[src/entab_tab_stop_list_macros.svh]
// assertion macros shared by the entab modules
`ifndef ENTAB_TAB_STOP_LIST_MACROS_SVH
`define ENTAB_TAB_STOP_LIST_MACROS_SVH

// condition must hold at every clock edge out of reset
`define ENTAB_ASSERT(label, cond) \
	label: assert property (@(posedge clk) disable iff (!arst_n) (cond)) \
		else $error("entab assertion failed");

// consequent must hold in the cycle after the antecedent
`define ENTAB_ASSERT_NEXT(label, ante, cons) \
	label: assert property (@(posedge clk) disable iff (!arst_n) (ante) |=> (cons)) \
		else $error("entab assertion failed");

`endif

[src/entab_pkg.sv]
// shared types, constants and helpers of the entab block
`timescale 1ns / 1ps

package entab_pkg;

	// character codes
	localparam logic [7:0] CH_TAB     = 8'h09;
	localparam logic [7:0] CH_NEWLINE = 8'h0A;
	localparam logic [7:0] CH_SPACE   = 8'h20;

	// field and register widths
	localparam int CHAR_W   = 8;
	localparam int WIDTH_W  = 6;
	localparam int COUNT_W  = 3;
	localparam int ADDR_W   = 5;
	localparam int DATA_W   = 32;

	// frame geometry
	localparam int MAX_WIDTH       = 63;
	localparam int NUM_STOP_REGS   = 6;
	localparam int MAX_STOPS_DEF   = 6;
	localparam logic [WIDTH_W-1:0] RESET_WIDTH = 6'd4;

	// command queue depth
	localparam int FIFO_DEPTH = 4;
	localparam int FIFO_PTR_W = 2;

	// request types
	typedef enum logic {
		REQ_TEXT = 1'b0,
		REQ_EOT  = 1'b1
	} req_type_t;

	// register indexes
	typedef enum logic [2:0] {
		REG_DEFAULT_WIDTH = 3'd0,
		REG_STOP_COUNT    = 3'd1,
		REG_STOP_ONE      = 3'd2,
		REG_STOP_TWO      = 3'd3,
		REG_STOP_THREE    = 3'd4,
		REG_STOP_FOUR     = 3'd5,
		REG_STOP_FIVE     = 3'd6,
		REG_STOP_SIX      = 3'd7
	} reg_idx_t;

	// configuration bus request
	typedef struct packed {
		logic              psel;
		logic              penable;
		logic              pwrite;
		logic [ADDR_W-1:0] paddr;
		logic [DATA_W-1:0] pwdata;
	} apb_req_t;

	// configuration register contents
	typedef struct packed {
		logic [WIDTH_W-1:0]                    default_width;
		logic [COUNT_W-1:0]                    stop_count;
		logic [NUM_STOP_REGS-1:0][WIDTH_W-1:0] stop_widths;
	} cfg_t;

	// one command for the back end: a run of spaces, then maybe a byte
	typedef struct packed {
		logic [WIDTH_W-1:0] spaces;
		logic               has_char;
		logic [CHAR_W-1:0]  char_code;
	} cmd_t;

	// a width of zero acts as one, widths cap at the maximum
	function automatic logic [WIDTH_W-1:0] clamp_width(input logic [WIDTH_W-1:0] w);
		logic [WIDTH_W-1:0] r;
		r = w;
		if (w == '0)
			r = WIDTH_W'(1);
		else if (w > WIDTH_W'(MAX_WIDTH))
			r = WIDTH_W'(MAX_WIDTH);
		return r;
	endfunction

endpackage

[src/entab_regs.sv]
// configuration register file with apb-style write and read
`timescale 1ns / 1ps

module entab_regs (
	input  logic                            clk,
	input  logic                            arst_n,
	input  entab_pkg::apb_req_t             apb,
	output logic [entab_pkg::DATA_W-1:0]    prdata,
	output entab_pkg::cfg_t                 cfg
);

	entab_pkg::cfg_t      cfg_q;
	entab_pkg::reg_idx_t  idx;
	logic                 wr_en;

	assign idx   = entab_pkg::reg_idx_t'(apb.paddr[entab_pkg::ADDR_W-1:2]);
	assign wr_en = apb.psel && apb.penable && apb.pwrite;
	assign cfg   = cfg_q;

	// register write
	always_ff @(posedge clk or negedge arst_n) begin
		if (!arst_n) begin
			cfg_q.default_width <= entab_pkg::RESET_WIDTH;
			cfg_q.stop_count    <= '0;
			for (int i = 0; i < entab_pkg::NUM_STOP_REGS; i++)
				cfg_q.stop_widths[i] <= entab_pkg::RESET_WIDTH;
		end else if (wr_en) begin
			case (idx)
				entab_pkg::REG_DEFAULT_WIDTH:
					cfg_q.default_width <= apb.pwdata[entab_pkg::WIDTH_W-1:0];
				entab_pkg::REG_STOP_COUNT:
					cfg_q.stop_count <= apb.pwdata[entab_pkg::COUNT_W-1:0];
				entab_pkg::REG_STOP_ONE:
					cfg_q.stop_widths[0] <= apb.pwdata[entab_pkg::WIDTH_W-1:0];
				entab_pkg::REG_STOP_TWO:
					cfg_q.stop_widths[1] <= apb.pwdata[entab_pkg::WIDTH_W-1:0];
				entab_pkg::REG_STOP_THREE:
					cfg_q.stop_widths[2] <= apb.pwdata[entab_pkg::WIDTH_W-1:0];
				entab_pkg::REG_STOP_FOUR:
					cfg_q.stop_widths[3] <= apb.pwdata[entab_pkg::WIDTH_W-1:0];
				entab_pkg::REG_STOP_FIVE:
					cfg_q.stop_widths[4] <= apb.pwdata[entab_pkg::WIDTH_W-1:0];
				entab_pkg::REG_STOP_SIX:
					cfg_q.stop_widths[5] <= apb.pwdata[entab_pkg::WIDTH_W-1:0];
				default: ;
			endcase
		end
	end

	// register read
	always_comb begin
		prdata = '0;
		case (idx)
			entab_pkg::REG_DEFAULT_WIDTH:
				prdata = entab_pkg::DATA_W'(cfg_q.default_width);
			entab_pkg::REG_STOP_COUNT:
				prdata = entab_pkg::DATA_W'(cfg_q.stop_count);
			entab_pkg::REG_STOP_ONE:   prdata = entab_pkg::DATA_W'(cfg_q.stop_widths[0]);
			entab_pkg::REG_STOP_TWO:   prdata = entab_pkg::DATA_W'(cfg_q.stop_widths[1]);
			entab_pkg::REG_STOP_THREE: prdata = entab_pkg::DATA_W'(cfg_q.stop_widths[2]);
			entab_pkg::REG_STOP_FOUR:  prdata = entab_pkg::DATA_W'(cfg_q.stop_widths[3]);
			entab_pkg::REG_STOP_FIVE:  prdata = entab_pkg::DATA_W'(cfg_q.stop_widths[4]);
			entab_pkg::REG_STOP_SIX:   prdata = entab_pkg::DATA_W'(cfg_q.stop_widths[5]);
			default: prdata = '0;
		endcase
	end

endmodule

[src/entab_front.sv]
// front end: tracks frame position and turns requests into commands
`timescale 1ns / 1ps
`include "entab_tab_stop_list_macros.svh"

module entab_front #(
	parameter int MAX_STOPS = entab_pkg::MAX_STOPS_DEF
) (
	input  logic                           clk,
	input  logic                           arst_n,
	input  entab_pkg::cfg_t                cfg,
	input  logic                           accept,
	input  logic                           req_type,
	input  logic [entab_pkg::CHAR_W-1:0]   char_code,
	output logic                           cmd_wr,
	output entab_pkg::cmd_t                cmd
);

	localparam int SIW = $clog2(MAX_STOPS + 1);

	logic [entab_pkg::WIDTH_W-1:0] frame_column_q, pending_q;
	logic [SIW-1:0]                stop_index_q;

	logic [entab_pkg::WIDTH_W-1:0] col_n, pend_n;
	logic [SIW-1:0]                idx_n, idx_inc;
	logic [entab_pkg::WIDTH_W-1:0] col_inc, sel_width, width;
	logic [entab_pkg::COUNT_W-1:0] used;
	logic                          frame_full;

	// number of listed stops in effect
	assign used = (cfg.stop_count > entab_pkg::COUNT_W'(MAX_STOPS)) ?
		entab_pkg::COUNT_W'(MAX_STOPS) : cfg.stop_count;

	// width of the current frame
	always_comb begin
		sel_width = cfg.default_width;
		if (entab_pkg::COUNT_W'(stop_index_q) < used) begin
			for (int i = 0; i < MAX_STOPS; i++) begin
				if (stop_index_q == SIW'(i))
					sel_width = cfg.stop_widths[i];
			end
		end
	end

	assign width      = entab_pkg::clamp_width(sel_width);
	assign col_inc    = entab_pkg::WIDTH_W'(frame_column_q + entab_pkg::WIDTH_W'(1));
	assign frame_full = col_inc >= width;
	assign idx_inc    = (stop_index_q < SIW'(MAX_STOPS)) ?
		SIW'(stop_index_q + SIW'(1)) : stop_index_q;

	// classify the request
	always_comb begin
		col_n          = frame_column_q;
		pend_n         = pending_q;
		idx_n          = stop_index_q;
		cmd_wr         = 1'b0;
		cmd.spaces     = pending_q;
		cmd.has_char   = 1'b0;
		cmd.char_code  = char_code;
		if (req_type == entab_pkg::REQ_EOT) begin
			cmd_wr = accept && (pending_q != '0);
			col_n  = '0;
			pend_n = '0;
			idx_n  = '0;
		end else if (char_code == entab_pkg::CH_NEWLINE) begin
			cmd_wr       = accept;
			cmd.has_char = 1'b1;
			col_n        = '0;
			pend_n       = '0;
			idx_n        = '0;
		end else if (char_code == entab_pkg::CH_SPACE) begin
			// held spaces that reach the frame end become one tab
			if (frame_full) begin
				cmd_wr        = accept;
				cmd.spaces    = '0;
				cmd.has_char  = 1'b1;
				cmd.char_code = entab_pkg::CH_TAB;
				col_n         = '0;
				pend_n        = '0;
				idx_n         = idx_inc;
			end else begin
				col_n  = col_inc;
				pend_n = entab_pkg::WIDTH_W'(pending_q + entab_pkg::WIDTH_W'(1));
			end
		end else begin
			cmd_wr       = accept;
			cmd.has_char = 1'b1;
			pend_n       = '0;
			if (frame_full) begin
				col_n = '0;
				idx_n = idx_inc;
			end else begin
				col_n = col_inc;
			end
		end
	end

	// frame state
	always_ff @(posedge clk or negedge arst_n) begin
		if (!arst_n) begin
			frame_column_q <= '0;
			pending_q      <= '0;
			stop_index_q   <= '0;
		end else if (accept) begin
			frame_column_q <= col_n;
			pending_q      <= pend_n;
			stop_index_q   <= idx_n;
		end
	end

	`ENTAB_ASSERT(a_pend_le_col, pending_q <= frame_column_q)
	`ENTAB_ASSERT(a_idx_range, stop_index_q <= SIW'(MAX_STOPS))
	`ENTAB_ASSERT(a_cmd_nonempty, !cmd_wr || cmd.has_char || (cmd.spaces != '0))

endmodule

[src/entab_fifo.sv]
// short command queue between front and back ends
`timescale 1ns / 1ps

module entab_fifo (
	input  logic             clk,
	input  logic             arst_n,
	input  logic             wr,
	input  entab_pkg::cmd_t  wdata,
	input  logic             rd,
	output entab_pkg::cmd_t  rdata,
	output logic             full,
	output logic             empty
);

	localparam int PW = entab_pkg::FIFO_PTR_W;

	entab_pkg::cmd_t   mem_q [entab_pkg::FIFO_DEPTH];
	entab_pkg::cmd_t   rdata_q;
	logic [PW-1:0]     wptr_q, rptr_q, rd_addr;
	logic [PW:0]       count_q;

	assign full  = count_q == (PW+1)'(entab_pkg::FIFO_DEPTH);
	assign empty = count_q == '0;
	assign rdata = rdata_q;

	// slot that holds the head after this edge
	assign rd_addr = rd ? PW'(rptr_q + PW'(1)) : rptr_q;

	// storage
	always_ff @(posedge clk) begin
		if (wr)
			mem_q[wptr_q] <= wdata;
	end

	// head register, taken straight from the write side when the head slot is being written
	always_ff @(posedge clk) begin
		if (wr && (wptr_q == rd_addr))
			rdata_q <= wdata;
		else
			rdata_q <= mem_q[rd_addr];
	end

	// pointers and fill level
	always_ff @(posedge clk or negedge arst_n) begin
		if (!arst_n) begin
			wptr_q  <= '0;
			rptr_q  <= '0;
			count_q <= '0;
		end else begin
			if (wr)
				wptr_q <= PW'(wptr_q + PW'(1));
			if (rd)
				rptr_q <= PW'(rptr_q + PW'(1));
			if (wr && !rd)
				count_q <= (PW+1)'(count_q + (PW+1)'(1));
			else if (rd && !wr)
				count_q <= (PW+1)'(count_q - (PW+1)'(1));
		end
	end

endmodule

[src/entab_back.sv]
// back end: plays out each command as its spaces and, if it has one, a trailing byte
`timescale 1ns / 1ps
`include "entab_tab_stop_list_macros.svh"

module entab_back (
	input  logic                           clk,
	input  logic                           arst_n,
	input  entab_pkg::cmd_t                head,
	input  logic                           head_empty,
	input  logic                           pop,
	output logic                           head_rd,
	output logic [entab_pkg::CHAR_W-1:0]   out_char,
	output logic                           last
);

	logic [entab_pkg::WIDTH_W-1:0] cnt_q, cnt_inc;
	logic                          in_spaces, take;

	assign cnt_inc   = entab_pkg::WIDTH_W'(cnt_q + entab_pkg::WIDTH_W'(1));
	assign in_spaces = cnt_q != head.spaces;
	assign out_char  = in_spaces ? entab_pkg::CH_SPACE : head.char_code;
	assign last      = in_spaces ? ((cnt_inc == head.spaces) && !head.has_char) : 1'b1;
	assign take      = pop && !head_empty;
	assign head_rd   = take && last;

	// spaces already sent for the head command
	always_ff @(posedge clk or negedge arst_n) begin
		if (!arst_n)
			cnt_q <= '0;
		else if (take)
			cnt_q <= last ? '0 : cnt_inc;
	end

	`ENTAB_ASSERT(a_cnt_bound, head_empty || (cnt_q <= head.spaces))
	`ENTAB_ASSERT(a_cnt_idle, !head_empty || (cnt_q == '0))
	`ENTAB_ASSERT_NEXT(a_cnt_clear, head_rd, cnt_q == '0)

endmodule

[src/entab_tab_stop_list.sv]
// top level of the entab block with a list of tab stops
//
//   channel   direction  handshake              payload
//   input     in         push / full            req_type, char_code
//   result    out        pop / empty            out_char, last
//   config    in         psel/penable/pwrite    paddr, pwdata, prdata
//
// one request is taken per cycle while the command queue has room
// results leave at one per cycle while popped and not empty; a request fans out to up to 63 of them
// the back end space counter sets the result rate, the queue absorbs bursts
// full rises when the four-entry command queue is full
// arst_n clears frame state, queue and registers (widths 4, stop count 0)
`timescale 1ns / 1ps

module entab_tab_stop_list #(
	parameter int MAX_STOPS = entab_pkg::MAX_STOPS_DEF
) (
	input  logic                           clk,
	input  logic                           arst_n,
	input  logic                           psel,
	input  logic                           penable,
	input  logic                           pwrite,
	input  logic [entab_pkg::ADDR_W-1:0]   paddr,
	input  logic [entab_pkg::DATA_W-1:0]   pwdata,
	output logic [entab_pkg::DATA_W-1:0]   prdata,
	output logic                           pready,
	input  logic                           push,
	output logic                           full,
	input  logic                           req_type,
	input  logic [entab_pkg::CHAR_W-1:0]   char_code,
	output logic                           empty,
	input  logic                           pop,
	output logic [entab_pkg::CHAR_W-1:0]   out_char,
	output logic                           last
);

	entab_pkg::apb_req_t apb;
	entab_pkg::cfg_t     cfg;
	entab_pkg::cmd_t     cmd, head;
	logic                accept, cmd_wr, head_rd;

	assign pready = 1'b1;
	assign accept = push && !full;

	// configuration bus
	always_comb begin
		apb.psel    = psel;
		apb.penable = penable;
		apb.pwrite  = pwrite;
		apb.paddr   = paddr;
		apb.pwdata  = pwdata;
	end

	entab_regs u_regs (
		.clk    (clk),
		.arst_n (arst_n),
		.apb    (apb),
		.prdata (prdata),
		.cfg    (cfg)
	);

	entab_front #(
		.MAX_STOPS (MAX_STOPS)
	) u_front (
		.clk       (clk),
		.arst_n    (arst_n),
		.cfg       (cfg),
		.accept    (accept),
		.req_type  (req_type),
		.char_code (char_code),
		.cmd_wr    (cmd_wr),
		.cmd       (cmd)
	);

	entab_fifo u_fifo (
		.clk    (clk),
		.arst_n (arst_n),
		.wr     (cmd_wr),
		.wdata  (cmd),
		.rd     (head_rd),
		.rdata  (head),
		.full   (full),
		.empty  (empty)
	);

	entab_back u_back (
		.clk        (clk),
		.arst_n     (arst_n),
		.head       (head),
		.head_empty (empty),
		.pop        (pop),
		.head_rd    (head_rd),
		.out_char   (out_char),
		.last       (last)
	);

endmodule
[config.mk]
export PLATFORM = sky130hd
export DESIGN_NAME = entab_tab_stop_list
export DESIGN_NICKNAME = d
export VERILOG_FILES = /design/src/entab_pkg.sv /design/src/entab_regs.sv /design/src/entab_front.sv /design/src/entab_fifo.sv /design/src/entab_back.sv /design/src/entab_tab_stop_list.sv
export VERILOG_INCLUDE_DIRS = /design/src /design/src/src
export SDC_FILE = /design/constraint.sdc
export NUM_CORES = 1
export LEC_CHECK = 0
export BUFFER_PORTS_ARGS = -buffer_cell sky130_fd_sc_hd__buf_2
export CAP_MARGIN = 30
export CORE_MARGIN = 2
export CORE_UTILIZATION = 52
export CTS_CLUSTER_DIAMETER = 200
export CTS_CLUSTER_SIZE = 24
export DETAILED_ROUTE_END_ITERATION = 10
export PLACE_DENSITY = 0.87
export SKIP_LAST_GASP = 1
export SLEW_MARGIN = 30
export SYNTH_ARGS = -nofsm -noshare
export SYNTH_HDL_FRONTEND = slang
export SYNTH_SLANG_ARGS = --single-unit
[constraint.sdc]
create_clock -name clk -period 5.1 [get_ports clk]
set_input_delay 1.02 -clock clk [delete_from_list [all_inputs] [get_ports clk]]
set_output_delay 1.02 -clock clk [all_outputs]
set_load 0.01 [all_outputs]
== Word-level counts from Yosys, hierarchy flattened ==
Memory sizes are Yosys's and may differ from the RTL's. A register that Yosys moved wholly into a read port is not among the register bits.
Cells that the tools add are included.

* Shifts and indexed selects: 0
* Order comparisons: 5
* Reductions and logical operators: 31
* $mul: 0
* Multiplexer cells: 42
* $add $sub $neg: 8
* Bitwise logic cells: 0
* Div/mod/pow operators: 0
* Eq/ne operators: 17

{| class="wikitable"
|+ Operator list
! kind !! number
|-
| 32-bit one-hot mux with 8 select lines || 1
|-
| 6-bit 2-to-1 mux || 19
|-
| 15-bit 2-to-1 mux || 2
|-
| 8-bit 2-to-1 mux || 3
|-
| 3-bit == test (second input constant) || 7
|-
| 3-bit 2-to-1 mux || 7
|-
| 6-bit by 1-bit adder with 6-bit output (second input constant) || 3
|-
| 2-bit AND reduction || 8
|-
| 3-bit by 2-bit == test with 1-bit output (second input constant) || 4
|-
| 1-bit logical AND || 9
|-
| 3-bit zero test || 3
|-
| 1-bit 2-to-1 mux || 9
|-
| 8-bit by 4-bit == test with 1-bit output (second input constant) || 1
|-
| 8-bit by 6-bit == test with 1-bit output (second input constant) || 1
|-
| 3-bit by 1-bit adder with 3-bit output (second input constant) || 2
|-
| 3-bit by 1-bit == test with 1-bit output (second input constant) || 2
|-
| 6-bit == test || 1
|-
| 6-bit >= comparator || 1
|-
| 6-bit > comparator (second input constant) || 1
|-
| 6-bit zero test || 1
|-
| 6-bit inequality test || 1
|-
| 3-bit nonzero test || 2
|-
| 6-bit nonzero test || 1
|-
| 1-bit zero test || 5
|-
| other kinds (8) || 9
|}

* Input bits: 53
* Memory bits (writable): 60
* Memories kept: 1
* Bits in latches: 0
* Register bits after elaboration: 73
* Logic and storage cells: 119
* Memory bits (read-only): 0

{| class="wikitable"
|+ Memories
! name !! words !! bits a word !! rd ports !! clocked after Yosys merged registers in !! write ports !! line !! text
|-
| u_fifo.mem_q || 4 || 15 || 1 || 1 || 1 || entab_fifo.sv:17 || <nowiki>entab_pkg::cmd_t mem_q [entab_pkg::FIFO_DEPTH];</nowiki>
|}

== Logic depth before layout (Yosys ltp) ==
Gate-level depths: netlist of run 1.

* Depth after elaboration: 20
* Mapped depth: 25
* Depth with buffers taken out: 22

== Cells and area by module ==
A second synthesis of run 1 with hierarchy kept.

* Cells, all modules: 603
* Area total of the unflattened synthesis: 7,453.4 µm²

{| class="wikitable"
|+ Modules (own cells, without submodules)
! module !! instances !! seq. area each (µm²) !! cells an instance !! area each (µm²)
|-
| entab_fifo || 1 || 2,016.9 || 114 || 2,625.0
|-
| entab_regs || 1 || 1,134.8 || 182 || 2,362.3
|-
| entab_front || 1 || 375.4 || 234 || 1,809.2
|-
| entab_back || 1 || 150.1 || 70 || 631.9
|-
| entab_tab_stop_list || 1 || 0.0 || 3 || 25.0
|}

== Least setup slack after synthesis of run 1 ==
Ideal clock, no wire load.

* Path type: register to register
* Start point: reg u_front.stop_index_q[2]
* End point: reg u_fifo.count_q[1]
* Period minus slack after synthesis: 4.984 ns
* Arrival time: 4.860 ns
* Buffers on the path: 3
* Slack: 0.116 ns
* Cell stages (with the launch flop): 24
* Cell sequence: dfrtp_1 clkbuf_1 inv_1 clkbuf_1 ha_1 clkbuf_1 inv_1 o311ai_0 a22o_1 a221oi_1 mux2i_1 nand4_1 o21ai_0 ha_1 nand2b_1 a21o_1 a21o_1 a211o_1 a21o_1 o31a_1 ha_1 inv_1 fa_1 mux2_2

* Word-level cells in the longest chain between the ends: 19
* Elaborated cells on any way between the ends: 28
* Classes of those cells: order compare: 3; eq/ne: 5; mux: 14; reduce/logical: 6

{| class="wikitable"
|+ Ends and longest elaborated chain
! element !! line !! text
|-
| start, declared || entab_front.sv:21 || <nowiki>logic [SIW-1:0] stop_index_q;</nowiki>
|-
| start signal, assigned || entab_front.sv:106 || <nowiki>stop_index_q <= idx_n;</nowiki>
|-
| 3-bit zero test || entab_front.sv:38 || <nowiki>if (stop_index_q == SIW'(i))</nowiki>
|-
| 6-bit 2-to-1 mux (6 in a row) || entab_front.sv:38 ||
|-
| 6-bit 2-to-1 mux (*) || entab_front.sv:36 || <nowiki>if (entab_pkg::COUNT_W'(stop_index_q) < used) begin</nowiki>
|-
| 6-bit > comparator || entab_pkg.sv:75 || <nowiki>else if (w > WIDTH_W'(MAX_WIDTH))</nowiki>
|-
| 6-bit 2-to-1 mux || entab_pkg.sv:75 ||
|-
| 6-bit 2-to-1 mux (*) || entab_pkg.sv:73 || <nowiki>if (w == '0)</nowiki>
|-
| 6-bit >= comparator (*) || entab_front.sv:46 || <nowiki>assign frame_full = col_inc >= width;</nowiki>
|-
| 1-bit 2-to-1 mux (*) || entab_front.sv:72 || <nowiki>if (frame_full) begin</nowiki>
|-
| 1-bit 2-to-1 mux (*) || entab_front.sv:70 || <nowiki>end else if (char_code == entab_pkg::CH_SPACE) begin</nowiki>
|-
| 1-bit 2-to-1 mux (*) || entab_front.sv:64 || <nowiki>end else if (char_code == entab_pkg::CH_NEWLINE) begin</nowiki>
|-
| 1-bit 2-to-1 mux (*) || entab_front.sv:59 || <nowiki>if (req_type == entab_pkg::REQ_EOT) begin</nowiki>
|-
| 1-bit zero test || entab_fifo.sv:56 || <nowiki>else if (rd && !wr)</nowiki>
|-
| 1-bit logical AND || entab_fifo.sv:56 ||
|-
| 2-bit nonzero test (no line) || -- ||
|-
| end signal, assigned || entab_fifo.sv:55 || <nowiki>count_q <= (PW+1)'(count_q + (PW+1)'(1));</nowiki>
|-
| end signal, assigned || entab_fifo.sv:57 || <nowiki>count_q <= (PW+1)'(count_q - (PW+1)'(1));</nowiki>
|-
| end, declared || entab_fifo.sv:20 || <nowiki>logic [PW:0] count_q;</nowiki>
|}

Mark *: on every way between the ends. The rest lies on a longest branch, timed or not.
A chain may end at the register's enable or synchronous reset.

== Worst setup path in the final report of run 1 ==
* Start point: reg u_front.stop_index_q[1]
* End point: reg u_fifo.count_q[1]

The elaborated chain is that of the path after synthesis.

==> results of run 1 <==
power breakdown:
group	leakage [nW]	switching (mW)	internal, mW
Sequential	1.47	0.186	1.34
Clock	0.314	0.470	0.873
Combinational	1.56	0.640	0.631
synth_stat cells, types with 11 or more instances:
library cell               count
sky130_fd_sc_hd__a21oi_1      20
sky130_fd_sc_hd__nor2_1       27
sky130_fd_sc_hd__mux4_2       21
sky130_fd_sc_hd__mux2_2       47
sky130_fd_sc_hd__and2_1       11
sky130_fd_sc_hd__nor2b_1      13
sky130_fd_sc_hd__dfrtp_1      66
sky130_fd_sc_hd__edfxtp_1     60
sky130_fd_sc_hd__buf_4        27
sky130_fd_sc_hd__o21ai_0      28
sky130_fd_sc_hd__nand2_1      50
sky130_fd_sc_hd__nand3_1      11
sky130_fd_sc_hd__inv_1        24
sky130_fd_sc_hd__ha_1         22
sky130_fd_sc_hd__xnor2_1      17
sky130_fd_sc_hd__mux2i_1      13
sky130_fd_sc_hd__clkbuf_1     23
through the flow:
step,hold slack [ns],setup slack (ns),cell area [um^2],instances
2_1_floorplan,0.4389,0.1155,7207,616
3_3_place_gp,0.4570,0.1805,7398,789
3_5_place_dp,0.4645,0.02211,7406,789
4_1_cts,0.4983,0.02743,8061,821
5_1_grt,0.5270,-0.002613,8127,822
6_report,0.5048,0.2282,8127,822
worst max-delay path, delay by kind of cell, from the launching register on:
family | cells | cell delay (ns)
AO/OA/AOI/OAI | 8 | 1.55
adder cells (fa/ha/maj) | 5 | 1.29
buffers and inverters | 1 | 0.08
flip-flops | 1 | 0.44
multiplexers | 4 | 1.13
AND/OR/NAND/NOR | 2 | 0.27
what timing repair did:
action	4_1_cts	5_1_grt
endpoints found under the setup margin	1	47
buffers inserted	0	1
resized for setup	3	11
how the worst max path moves through the flow:
stage	from	end	cells after the start
after CTS	u_front.stop_index_q[0]	u_fifo.count_q[1]	19
after floorplan	u_front.stop_index_q[2]	u_fifo.count_q[1]	23
after global placement	u_front.stop_index_q[1]	u_fifo.count_q[1]	20
after detailed placement	u_front.stop_index_q[1]	u_fifo.count_q[1]	20
final	u_front.stop_index_q[1]	u_fifo.count_q[1]	20
after global routing	u_front.stop_index_q[1]	u_fifo.count_q[1]	20
sequential cells by signal, indices dropped and copies added (netlist names), named ones only:
register / count
u_fifo.count_q: 3
u_back.cnt_q: 6
u_fifo.rptr_q: 2
u_front.stop_index_q: 3
u_front.frame_column_q: 6
u_fifo.mem_q: 60
u_regs.cfg: 45
u_front.pending_q: 6
u_fifo.wptr_q: 2
per-layer routing:
metal,GRT usage,vias to the layer above,routed length [um]
li1,-,2193,-
met1,0.2787,2414,6077
met2,0.4031,239,8462
met3,0.05169,49,1101
met4,0.1068,0,505
met5,0,-,0
final cells by class:
class                      instances  area [um^2]  area share
clock buffer                      18        429.2     0.05281
timing repair buffer              53        297.8     0.03664
multi-input combinational        402         3191      0.3926
clock inverter                    14        219.0     0.02694
inverter                          24        90.09     0.01109
tap                              176        220.2     0.02710
sequential                       135         3680      0.4528
kinds of logic (layout without fill, tap and decap cells):
logic type                 after synthesis  count (layout)
AOI/OAI and AO/OA                       98              98
other                                    2              27
buffers and inverters                   79             109
and+or+nand+nor                        149             149
muxes                                   81              81
xor gates and xnor gates                24              24
adders and majority gates               23              23
DFF                                    135             135
==> flow_summary.json, run 1 <==
{
  "setup.worst_path.start_class": "register",
  "synth_compound_area_frac": 0.09112,
  "layout_commonest_cell": "sky130_fd_sc_hd__dfrtp_1",
  "synthMuxAreaShare": 0.1592,
  "power.static_leakage_nw": 3.344,
  "timing.hold.worst_path_depth": 1,
  "first_iter_violations": 371,
  "filler_cell_count": 982,
  "place.gp.congestion": 0.8739,
  "antenna_found_initial": 0,
  "final_cell_mix": "sky130_fd_sc_hd__dfrtp_1 (64), sky130_fd_sc_hd__edfxtp_1 (60), sky130_fd_sc_hd__nand2_1 (50)",
  "worst_pin_slew_ns": 0.8249,
  "floorplan.io_pins": 97,
  "avgSynthCellArea_um2": 12.04,
  "worst_hold_path.endpoint": "u_fifo.rptr_q[1]",
  "route.vias.total": 4895,
  "wire_per_inst_um": 19.64,
  "floorplan.die.width_um": 121.0,
  "yosys.area.top_type_share": 0.2533,
  "synth_edf_count": 60,
  "holdBufCountCts": 0,
  "synth_sequential_area_ratio": 0.5170,
  "outcome": "complete, no violations",
  "yosys.area_share.adder": 0.04151,
  "achievable-frequency_mhz": 205.3,
  "yosys-top-cells-area": "sky130_fd_sc_hd__edfxtp_1 (25%), sky130_fd_sc_hd__dfrtp_1 (23%), sky130_fd_sc_hd__mux2_2 (7.4%)",
  "worst_ir_drop_vdd_mv": 0.3332,
  "layout_cell_share_with_drive_strength_beyond_1": 0.2709,
  "synth_top_flop_cell": "sky130_fd_sc_hd__dfrtp_1",
  "globalRoute.totalOverflow": 0,
  "fin_tns_setup_ns": 0,
  "clk_pin_slew_worst_paths_ns": 0.06,
  "die_y_um": 121.0,
  "grt_start_max_net_pins": 46,
  "remaining_drc_errors": 0,
  "maximum_capacitance_violations": 0,
  "report.final.hold_viol_count": 0,
  "antenna-diode-count": 0,
  "postSynthCellCount": 591,
  "post_synth_xor_area_fraction": 0.03061,
  "timing.final.max_slew_violations": 0,
  "clock_skew_ns": 0.009135,
  "worst_r2r_startpoint": "u_front.stop_index_q[1]",
  "data_arrival_at_the_endpoint_of_the_critical_path_ns": 5.18,
  "min_period_ns": 4.872,
  "numCtsBuffers": 17,
  "crit_path_cell_trace": "ha_1, ha_4, mux2_2, mux2_2, o22ai_1, a21oi_1, mux2i_2, nand4_1, o21ai_1, ha_1, nand2b_1, a21o_1, a21o_1, a211o_1, a21o_1, o31a_1, ha_1, inv_1, fa_1, mux2_2",
  "nets": 709,
  "worst-r2r-cell-count": 20,
  "synth_async_sr_flop_share": 0.5407,
  "finalSetupViolCount": 0,
  "antenna_violating_nets_post_route": 0,
  "yosys.area_share.simple": 0.1024,
  "route.detailed.vias_per_inst": 5.955,
  "tot_gr_track_use": 0.2336,
  "post-route-util": 0.6112,
  "synth.largest_area_cell": "sky130_fd_sc_hd__edfxtp_1",
  "hold_class": "register to register",
  "worst_ep_required_time_ns": 5.41,
  "first_pass_grt_wire_length_mm": 25.96,
  "post_synth_num_cell_types": 59,
  "totalPowerFinal_mw": 4.140,
  "drt-total-wl_mm": 16.15,
  "finalCritPeriodShare": 0.9553,
  "crit_path_max_incr_delay_ns": 0.44,
  "register_bit_count_reported_by_yosys": 135,
  "worstSetupPathType": "register to register",
  "crit-reg2reg-capture": "u_fifo.count_q[1]",
  "port_buffers": 41,
  "vias_in_the_first_global_route": 5065,
  "syn_to_final_growth_pct": 14.25,
  "netlist_area_um2": 7113,
  "initial_core_utilization": 0.5350,
  "floorplan.rows": 42,
  "timing.slew.headroom": 0.4481,
  "cts_max_level": 4,
  "cts.sinks": 135,
  "worst_skew_pair.late_latency_ns": 0.42,
  "synth_top_family_by_area": "multiplexers",
  "ff2ff_setup_slack_ns": 0.23,
  "die_outline_area_um2": 14630,
  "worst-path-max-fanout": 7,
  "dr.pass1.iters": 6,
  "timing.hold.worst.start": "u_fifo.rptr_q[1]",
  "cts_buffer_depth": 2,
  "tritoncts": "yes",
  "crit_path_top_delay_cell": "sky130_fd_sc_hd__dfrtp_2",
  "timing.critical_path.to_type": "register",
  "core_um2": 13300,
  "clk_root_buffer_cell": "sky130_fd_sc_hd__clkbuf_16",
  "p_per_area_nw_per_um2": 509.4,
  "synthesis.yosys.warnings": 0,
  "hpwlAfterDp_mm": 10.71
}
Power figures use the tool's default switching activity.
==> inputs of run 2 (changes only) <==
- CORE_UTILIZATION: 52 -> 53
- PLACE_DENSITY: 0.87 -> 0.89
- SYNTH_HIERARCHICAL: unset -> 1
==> run 2 against run 1 <==
Compared with the run above:
- via count increased by 3.5%
- sequential cell count unchanged
- count of clock-buffer cells in the layout unchanged
- synthesized area increased by 4.8%
- die area increased by 2.7%
- sequential share of layout area decreased by 0.64 points
- highest routed layer unchanged
- power decreased by 0.96%
- combinational power increased by 12%
- maximum frequency increased by 2.4%
- non-clock buffer count decreased by 2
- critical path depth decreased by 2
==> flow_summary.json, run 2 <==
{
  "post_cts_resized": 0,
  "syn_to_final_growth_pct": 10.51,
  "clk_root_buffer_cell": "sky130_fd_sc_hd__clkbuf_16",
  "postSynthCellCount": 603,
  "synth_edf_count": 60,
  "antenna_violating_nets_post_route": 0,
  "die_outline_area_um2": 15030,
  "floorplan.rows": 43,
  "place.gp.congestion": 0.8980,
  "synth.largest_area_cell": "sky130_fd_sc_hd__edfxtp_1",
  "crit_path_max_incr_delay_ns": 0.56,
  "die_y_um": 122.6,
  "yosys.area.top_type_share": 0.2417,
  "port_buffers": 41,
  "avgSynthCellArea_um2": 12.36,
  "p_per_area_nw_per_um2": 497.8,
  "worst_pin_slew_ns": 0.8106,
  "hold_class": "register to register",
  "post-synth-top-count-cell": "sky130_fd_sc_hd__dfrtp_1",
  "first_iter_violations": 452,
  "nets": 719,
  "dr.pass1.iters": 6,
  "clock_skew_ns": 0.01240,
  "worstSetupPathType": "register to register",
  "worst_ep_required_time_ns": 5.41,
  "filler_cell_count": 1051,
  "setup.worst_path.start_class": "register",
  "worst-path-max-fanout": 17,
  "synth_top_flop_cell": "sky130_fd_sc_hd__dfrtp_1",
  "post-route-util": 0.5957,
  "drt-total-wl_mm": 16.55,
  "core_um2": 13830,
  "first_pass_grt_wire_length_mm": 26.39,
  "cts_buffer_depth": 2,
  "achievable-frequency_mhz": 210.1,
  "yosys-top-cells-area": "sky130_fd_sc_hd__edfxtp_1 (24%), sky130_fd_sc_hd__dfrtp_1 (22%), sky130_fd_sc_hd__mux2_2 (6.5%)",
  "power.static_leakage_nw": 3.411,
  "outcome": "complete, no violations",
  "timing.final.max_slew_violations": 0,
  "numCtsBuffers": 17,
  "synth_async_sr_flop_share": 0.5407,
  "tritoncts": "yes",
  "worst_path_most_repeated_cell": "sky130_fd_sc_hd__ha_1",
  "fin_tns_setup_ns": 0,
  "cts_max_level": 4,
  "grt_start_max_net_pins": 39,
  "largest-register": "u_fifo/mem_q",
  "route.detailed.vias_per_inst": 6.069,
  "layout_cell_share_with_drive_strength_beyond_1": 0.2748,
  "crit_path_cell_trace": "inv_1, ha_1, o21bai_1, a222oi_1, a211oi_1, o31ai_1, a221oi_1, a31o_2, ha_1, nand2b_1, a21o_1, a21o_2, a21oi_1, a31oi_1, ha_1, inv_1, fa_1, mux2_2",
  "floorplan.die.width_um": 122.6,
  "synth.top_cells.by_count": "sky130_fd_sc_hd__dfrtp_1 (66), sky130_fd_sc_hd__edfxtp_1 (60), sky130_fd_sc_hd__mux2_2 (43)",
  "register_bit_count_reported_by_yosys": 135,
  "totalPowerFinal_mw": 4.100,
  "report.final.hold_viol_count": 0,
  "globalRoute.totalOverflow": 0,
  "holdBufCountCts": 0,
  "antenna_found_initial": 0,
  "finalSetupViolCount": 0,
  "finalCritPeriodShare": 0.9331,
  "remaining_drc_errors": 0,
  "antenna-diode-count": 0,
  "final-seq-area_um2": 3677,
  "floorplan.io_pins": 97,
  "synth_sequential_area_ratio": 0.4934,
  "largest_reg_flops": 60,
  "layout_commonest_cell": "sky130_fd_sc_hd__dfrtp_1",
  "wire_per_inst_um": 19.82,
  "hpwlAfterDp_mm": 11.42,
  "final_cell_mix": "sky130_fd_sc_hd__dfrtp_1 (66), sky130_fd_sc_hd__edfxtp_1 (60), sky130_fd_sc_hd__mux2_2 (43)",
  "tot_gr_track_use": 0.2360,
  "cts.sinks": 135,
  "min_period_ns": 4.759,
  "netlist_area_um2": 7453,
  "route.vias.total": 5068,
  "vias_in_the_first_global_route": 5202,
  "crit_path_top_delay_cell": "sky130_fd_sc_hd__ha_1",
  "post_synth_num_cell_types": 90,
  "timing.critical_path.to_type": "register",
  "initial_core_utilization": 0.5390,
  "clk_pin_slew_worst_paths_ns": 0.06,
  "post-cts-setup-buffers": 0,
  "unrepaired_setup_endpoints_after_global_routing": "false",
  "multiInputGateArea_um2": 3397,
  "maximum_capacitance_violations": 0,
  "timing.slew.headroom": 0.4596,
  "worst_skew_pair.late_latency_ns": 0.43,
  "worst_ir_drop_vdd_mv": 0.3354,
  "synthesis.yosys.warnings": 6,
  "data_arrival_at_the_endpoint_of_the_critical_path_ns": 5.07
}
-- run 2: cell types whose count changed in the layout (fill, tap and decap cells not counted), sizes merged, moves of 4 or more --
cell	change
mux4	-4
nor2b	-4
nor2	+5
nor3	+4
xnor2	-8
bufinv	-4
nand2	-28
a211oi	+7
and2	+14
a21oi	-6
nor3b	+4
nand2b	+6
o311ai	-4
clkinv	+6
-- run 2: cells by family after synthesis --
| family | after synthesis | share of synthesized area |
|---|---|---|
| AO/OA/AOI/OAI | 106 | 0.1043 |
| XOR/XNOR | 19 | 0.02334 |
| adder cells (fa/ha/maj) | 23 | 0.03962 |
| buffers and inverters | 81 | 0.06345 |
| flip-flops | 135 | 0.4934 |
| multiplexers | 77 | 0.1457 |
| other | 2 | 0.001008 |
| AND/OR/NAND/NOR | 160 | 0.1293 |
-- run 2: metal layers --
layer / up-vias / share of wire / wire length, um / GRT usage
met3: 39 / 0.071 / 1175 / 0.06180
met5: - / 0 / 0 / 0
met2: 251 / 0.53 / 8799 / 0.4205
met4: 0 / 0.021 / 345 / 0.09052
li1: 2247 / - / - / -
met1: 2531 / 0.38 / 6229 / 0.2710
-- run 2: worst paths after layout --
path | end | slack (ns) | cells after the start | startpoint
hold / removal | u_fifo/rptr_q[1] | 0.48 | 1 | u_fifo/rptr_q[1]
max in group asynchronous | u_regs/cfg[14] | 3.61 | 2 | arst_n
min in group asynchronous | u_front/pending_q[5] | 0.57 | 1 | arst_n
setup / recovery | u_fifo/count_q[1] | 0.34 | 18 | u_front/stop_index_q[0]
hold reg to reg | u_fifo/rptr_q[1] | 0.48 | 1 | u_fifo/rptr_q[1]
setup reg to reg | u_fifo/count_q[1] | 0.34 | 18 | u_front/stop_index_q[0]
-- run 2: final cells by class --
| cell class | count | share of cell area |
|---|---|---|
| inverter | 26 | 0.01185 |
| timing repair buffer | 51 | 0.03433 |
| clock buffer | 18 | 0.05210 |
| clock inverter | 13 | 0.01549 |
| sequential | 135 | 0.4465 |
| tap | 180 | 0.02734 |
| multi-input combinational | 412 | 0.4124 |
-- run 2: power by group --
group	internal [mW]	total, mW	switching, mW
clock	0.672	1.15	0.479
combinational	0.657	1.42	0.766
sequential	1.33	1.52	0.192
-- run 2: worst max-delay path: cells and delay by family (launching register included) --
| kind | cells | cell delay (ns) |
|---|---|---|
| buffers and inverters | 2 | 0.22 |
| muxes | 1 | 0.27 |
| AOI/OAI and AO/OA | 10 | 2.11 |
| DFF | 1 | 0.43 |
| adders and majority gates | 4 | 1.49 |
| and+or+nand+nor | 1 | 0.14 |
-- run 2: stage by stage --
stage	area (um^2)	worst slack, ns	std cells	hold WS [ns]
detailed placement	7677	0.3085	804	0.4634
global route	8237	0.03107	835	0.5099
global placement	7677	0.4688	804	0.4560
CTS	8234	0.2904	835	0.4827
finish	8237	0.3411	835	0.4798
floorplan	7547	0.6212	628	0.4385
==> inputs of run 3 (changes only) <==
--- a/config.mk
+++ b/config.mk
@@ -16,2 +16,3 @@
 export PLACE_DENSITY = 0.89
+export SETUP_SLACK_MARGIN = 0.1
 export SKIP_LAST_GASP = 1
--- a/constraint.sdc
+++ b/constraint.sdc
@@ -3,2 +3,2 @@
 set_output_delay 1.02 -clock clk [all_outputs]
-set_load 0.01 [all_outputs]
+set_load 0.1 [all_outputs]
==> run 3 against run 2 <==
Compared with the run above:
- non-clock buffer count unchanged
- core utilization hardly changed
- maximum frequency up 2.0%
- critical path type unchanged
- critical endpoint unchanged
- highest routed layer unchanged
==> flow_summary.json, run 3 (same netlist as run 2, synthesis figures left out) <==
{
  "outcome": "complete, no violations",
  "worst_pin_slew_ns": 0.8402,
  "unrepaired_setup_endpoints_after_global_routing": "false",
  "initial_core_utilization": 0.5390,
  "hold_class": "register to register",
  "finalCritPeriodShare": 0.9149,
  "syn_to_final_growth_pct": 10.56,
  "worst_skew_pair.late_latency_ns": 0.43,
  "layout_commonest_cell": "sky130_fd_sc_hd__dfrtp_1",
  "largest_reg_flops": 60,
  "worst-path-max-fanout": 15,
  "min_period_ns": 4.666,
  "route.vias.total": 4979,
  "finalSetupViolCount": 0,
  "timing.final.max_slew_violations": 0,
  "cts_max_level": 4,
  "grt_start_max_net_pins": 46,
  "tritoncts": "yes",
  "timing.critical_path.to_type": "register",
  "finalHoldWorstSlack_ns": 0.4949,
  "cts_buffer_depth": 2,
  "worst_ep_required_time_ns": 5.40,
  "post-route-util": 0.5960,
  "route.detailed.vias_per_inst": 5.956,
  "final_cell_mix": "sky130_fd_sc_hd__dfrtp_1 (66), sky130_fd_sc_hd__edfxtp_1 (60), sky130_fd_sc_hd__mux2_2 (43)",
  "antenna_found_initial": 0,
  "tot_gr_track_use": 0.2312,
  "numCtsBuffers": 17,
  "achievable-frequency_mhz": 214.3,
  "p_per_area_nw_per_um2": 523.7,
  "vias_in_the_first_global_route": 5136,
  "core_um2": 13830,
  "floorplan.io_pins": 97,
  "data_arrival_at_the_endpoint_of_the_critical_path_ns": 4.97,
  "largest-register": "u_fifo/mem_q",
  "pre_cts_slack_ns": 0.2751,
  "antenna_violating_nets_post_route": 0,
  "filler_cell_count": 1069,
  "totalPowerFinal_mw": 4.316,
  "maximum_capacitance_violations": 0,
  "power.static_leakage_nw": 3.413,
  "place.gp.congestion": 0.9543,
  "clock_skew_ns": 0.01499,
  "antenna-diode-count": 0,
  "hpwlAfterDp_mm": 11.31,
  "final-seq-area_um2": 3677,
  "remaining_drc_errors": 0,
  "drt-total-wl_mm": 16.06,
  "fin_tns_setup_ns": 0,
  "wire_per_inst_um": 19.21,
  "worstSetupPathType": "register to register",
  "timing.hold.worst.start": "u_fifo/rptr_q[1]",
  "floorplan.rows": 43,
  "dr.pass1.iters": 5,
  "post-cts-setup-buffers": 0,
  "worst_setup_path_startpoint": "u_front/stop_index_q[1]",
  "port_buffers": 41,
  "setup.worst_path.start_class": "register",
  "clk_pin_slew_worst_paths_ns": 0.06,
  "die_outline_area_um2": 15030,
  "floorplan.die.width_um": 122.6,
  "nets": 719,
  "worst_ir_drop_vdd_mv": 0.2844,
  "globalRoute.totalOverflow": 0,
  "cts.sinks": 135,
  "worst_r2r_startpoint": "u_front/stop_index_q[1]",
  "final.setup.worst_slack_ns": 0.4342,
  "die_y_um": 122.6,
  "first_iter_violations": 445,
  "clk_root_buffer_cell": "sky130_fd_sc_hd__clkbuf_16",
  "multiInputGateArea_um2": 3403,
  "first_pass_grt_wire_length_mm": 26.34,
  "report.final.hold_viol_count": 0,
  "timing.slew.headroom": 0.4399,
  "layout_cell_share_with_drive_strength_beyond_1": 0.2790
}
[run 3: changes by cell type in the layout (fill, tap and decap cells not counted)]
cell and delta:
sky130_fd_sc_hd__clkinv_1 -1, sky130_fd_sc_hd__clkinv_2 +3, sky130_fd_sc_hd__a2111oi_0 -1, sky130_fd_sc_hd__ha_2 +2, sky130_fd_sc_hd__clkinv_4 -4, sky130_fd_sc_hd__a2111oi_1 +1, sky130_fd_sc_hd__inv_6 +2, sky130_fd_sc_hd__clkbuf_1 +1
sky130_fd_sc_hd__ha_1 -2
[run 3: final cells by class]
cell class | count | share of cell area
clock buffer | 19 | 0.05254
tap | 180 | 0.02733
inverter | 26 | 0.01184
sequential | 135 | 0.4463
timing repair buffer | 51 | 0.03432
multi-input combinational | 412 | 0.4130
clock inverter | 13 | 0.01473
[run 3: worst max-delay path, cell delays in order (launching register included)]
cell,delay [ns]
sky130_fd_sc_hd__dfrtp_1,0.45
sky130_fd_sc_hd__inv_1,0.11
sky130_fd_sc_hd__ha_2,0.29
sky130_fd_sc_hd__buf_4,0.20
sky130_fd_sc_hd__a21oi_1,0.12
sky130_fd_sc_hd__o22ai_1,0.10
sky130_fd_sc_hd__a32oi_1,0.22
sky130_fd_sc_hd__a211oi_1,0.13
sky130_fd_sc_hd__a2111oi_1,0.54
sky130_fd_sc_hd__a31o_2,0.23
sky130_fd_sc_hd__ha_1,0.21
sky130_fd_sc_hd__nand2b_1,0.14
sky130_fd_sc_hd__a21o_1,0.17
sky130_fd_sc_hd__a21o_2,0.22
sky130_fd_sc_hd__a21oi_1,0.19
sky130_fd_sc_hd__a31oi_1,0.18
sky130_fd_sc_hd__ha_1,0.27
sky130_fd_sc_hd__inv_1,0.08
sky130_fd_sc_hd__fa_1,0.41
sky130_fd_sc_hd__mux2_2,0.27
[run 3: what timing repair did]
action / 4_1_cts / 5_1_grt
resized for setup: 0 / 3
hold endpoints to repair: 0 / 0
hold buffers: 0 / 0
setup endpoints to repair: 0 / 62
[run 3: per-stage QoR]
stage,std cells,cell area (um^2)
floorplan,628,7547
global placement,804,7677
detailed placement,804,7680
CTS,836,8234
global route,836,8240
finish,836,8240
[run 3: final timing paths]
check	end	slack, ns	cells past startpoint
min reg2reg	u_fifo/rptr_q[1]	0.49	1
max in group asynchronous	u_regs/cfg[20]	3.62	2
max	u_fifo/count_q[1]	0.43	19
min	u_fifo/rptr_q[1]	0.49	1
max reg2reg	u_fifo/count_q[1]	0.43	19
min in group asynchronous	u_front/pending_q[4]	0.61	1
[run 3: layer usage]
| metal | GRT usage | wire [um] | up-vias |
|---|---|---|---|
| li1 | - | - | 2248 |
| met3 | 0.06041 | 1043 | 33 |
| met4 | 0.08477 | 320 | 0 |
| met5 | 0 | 0 | - |
| met2 | 0.3997 | 8249 | 228 |
| met1 | 0.2784 | 6443 | 2470 |
[run 3: report_power, final]
group | total (mW) | leakage (nW) | internal, mW | switching, mW
registers | 1.52 | 1.50 | 1.33 | 0.183
logic | 1.65 | 1.65 | 0.663 | 0.991
clock network | 1.15 | 0.268 | 0.674 | 0.472
total | 4.32 | 3.41 | 2.67 | 1.65
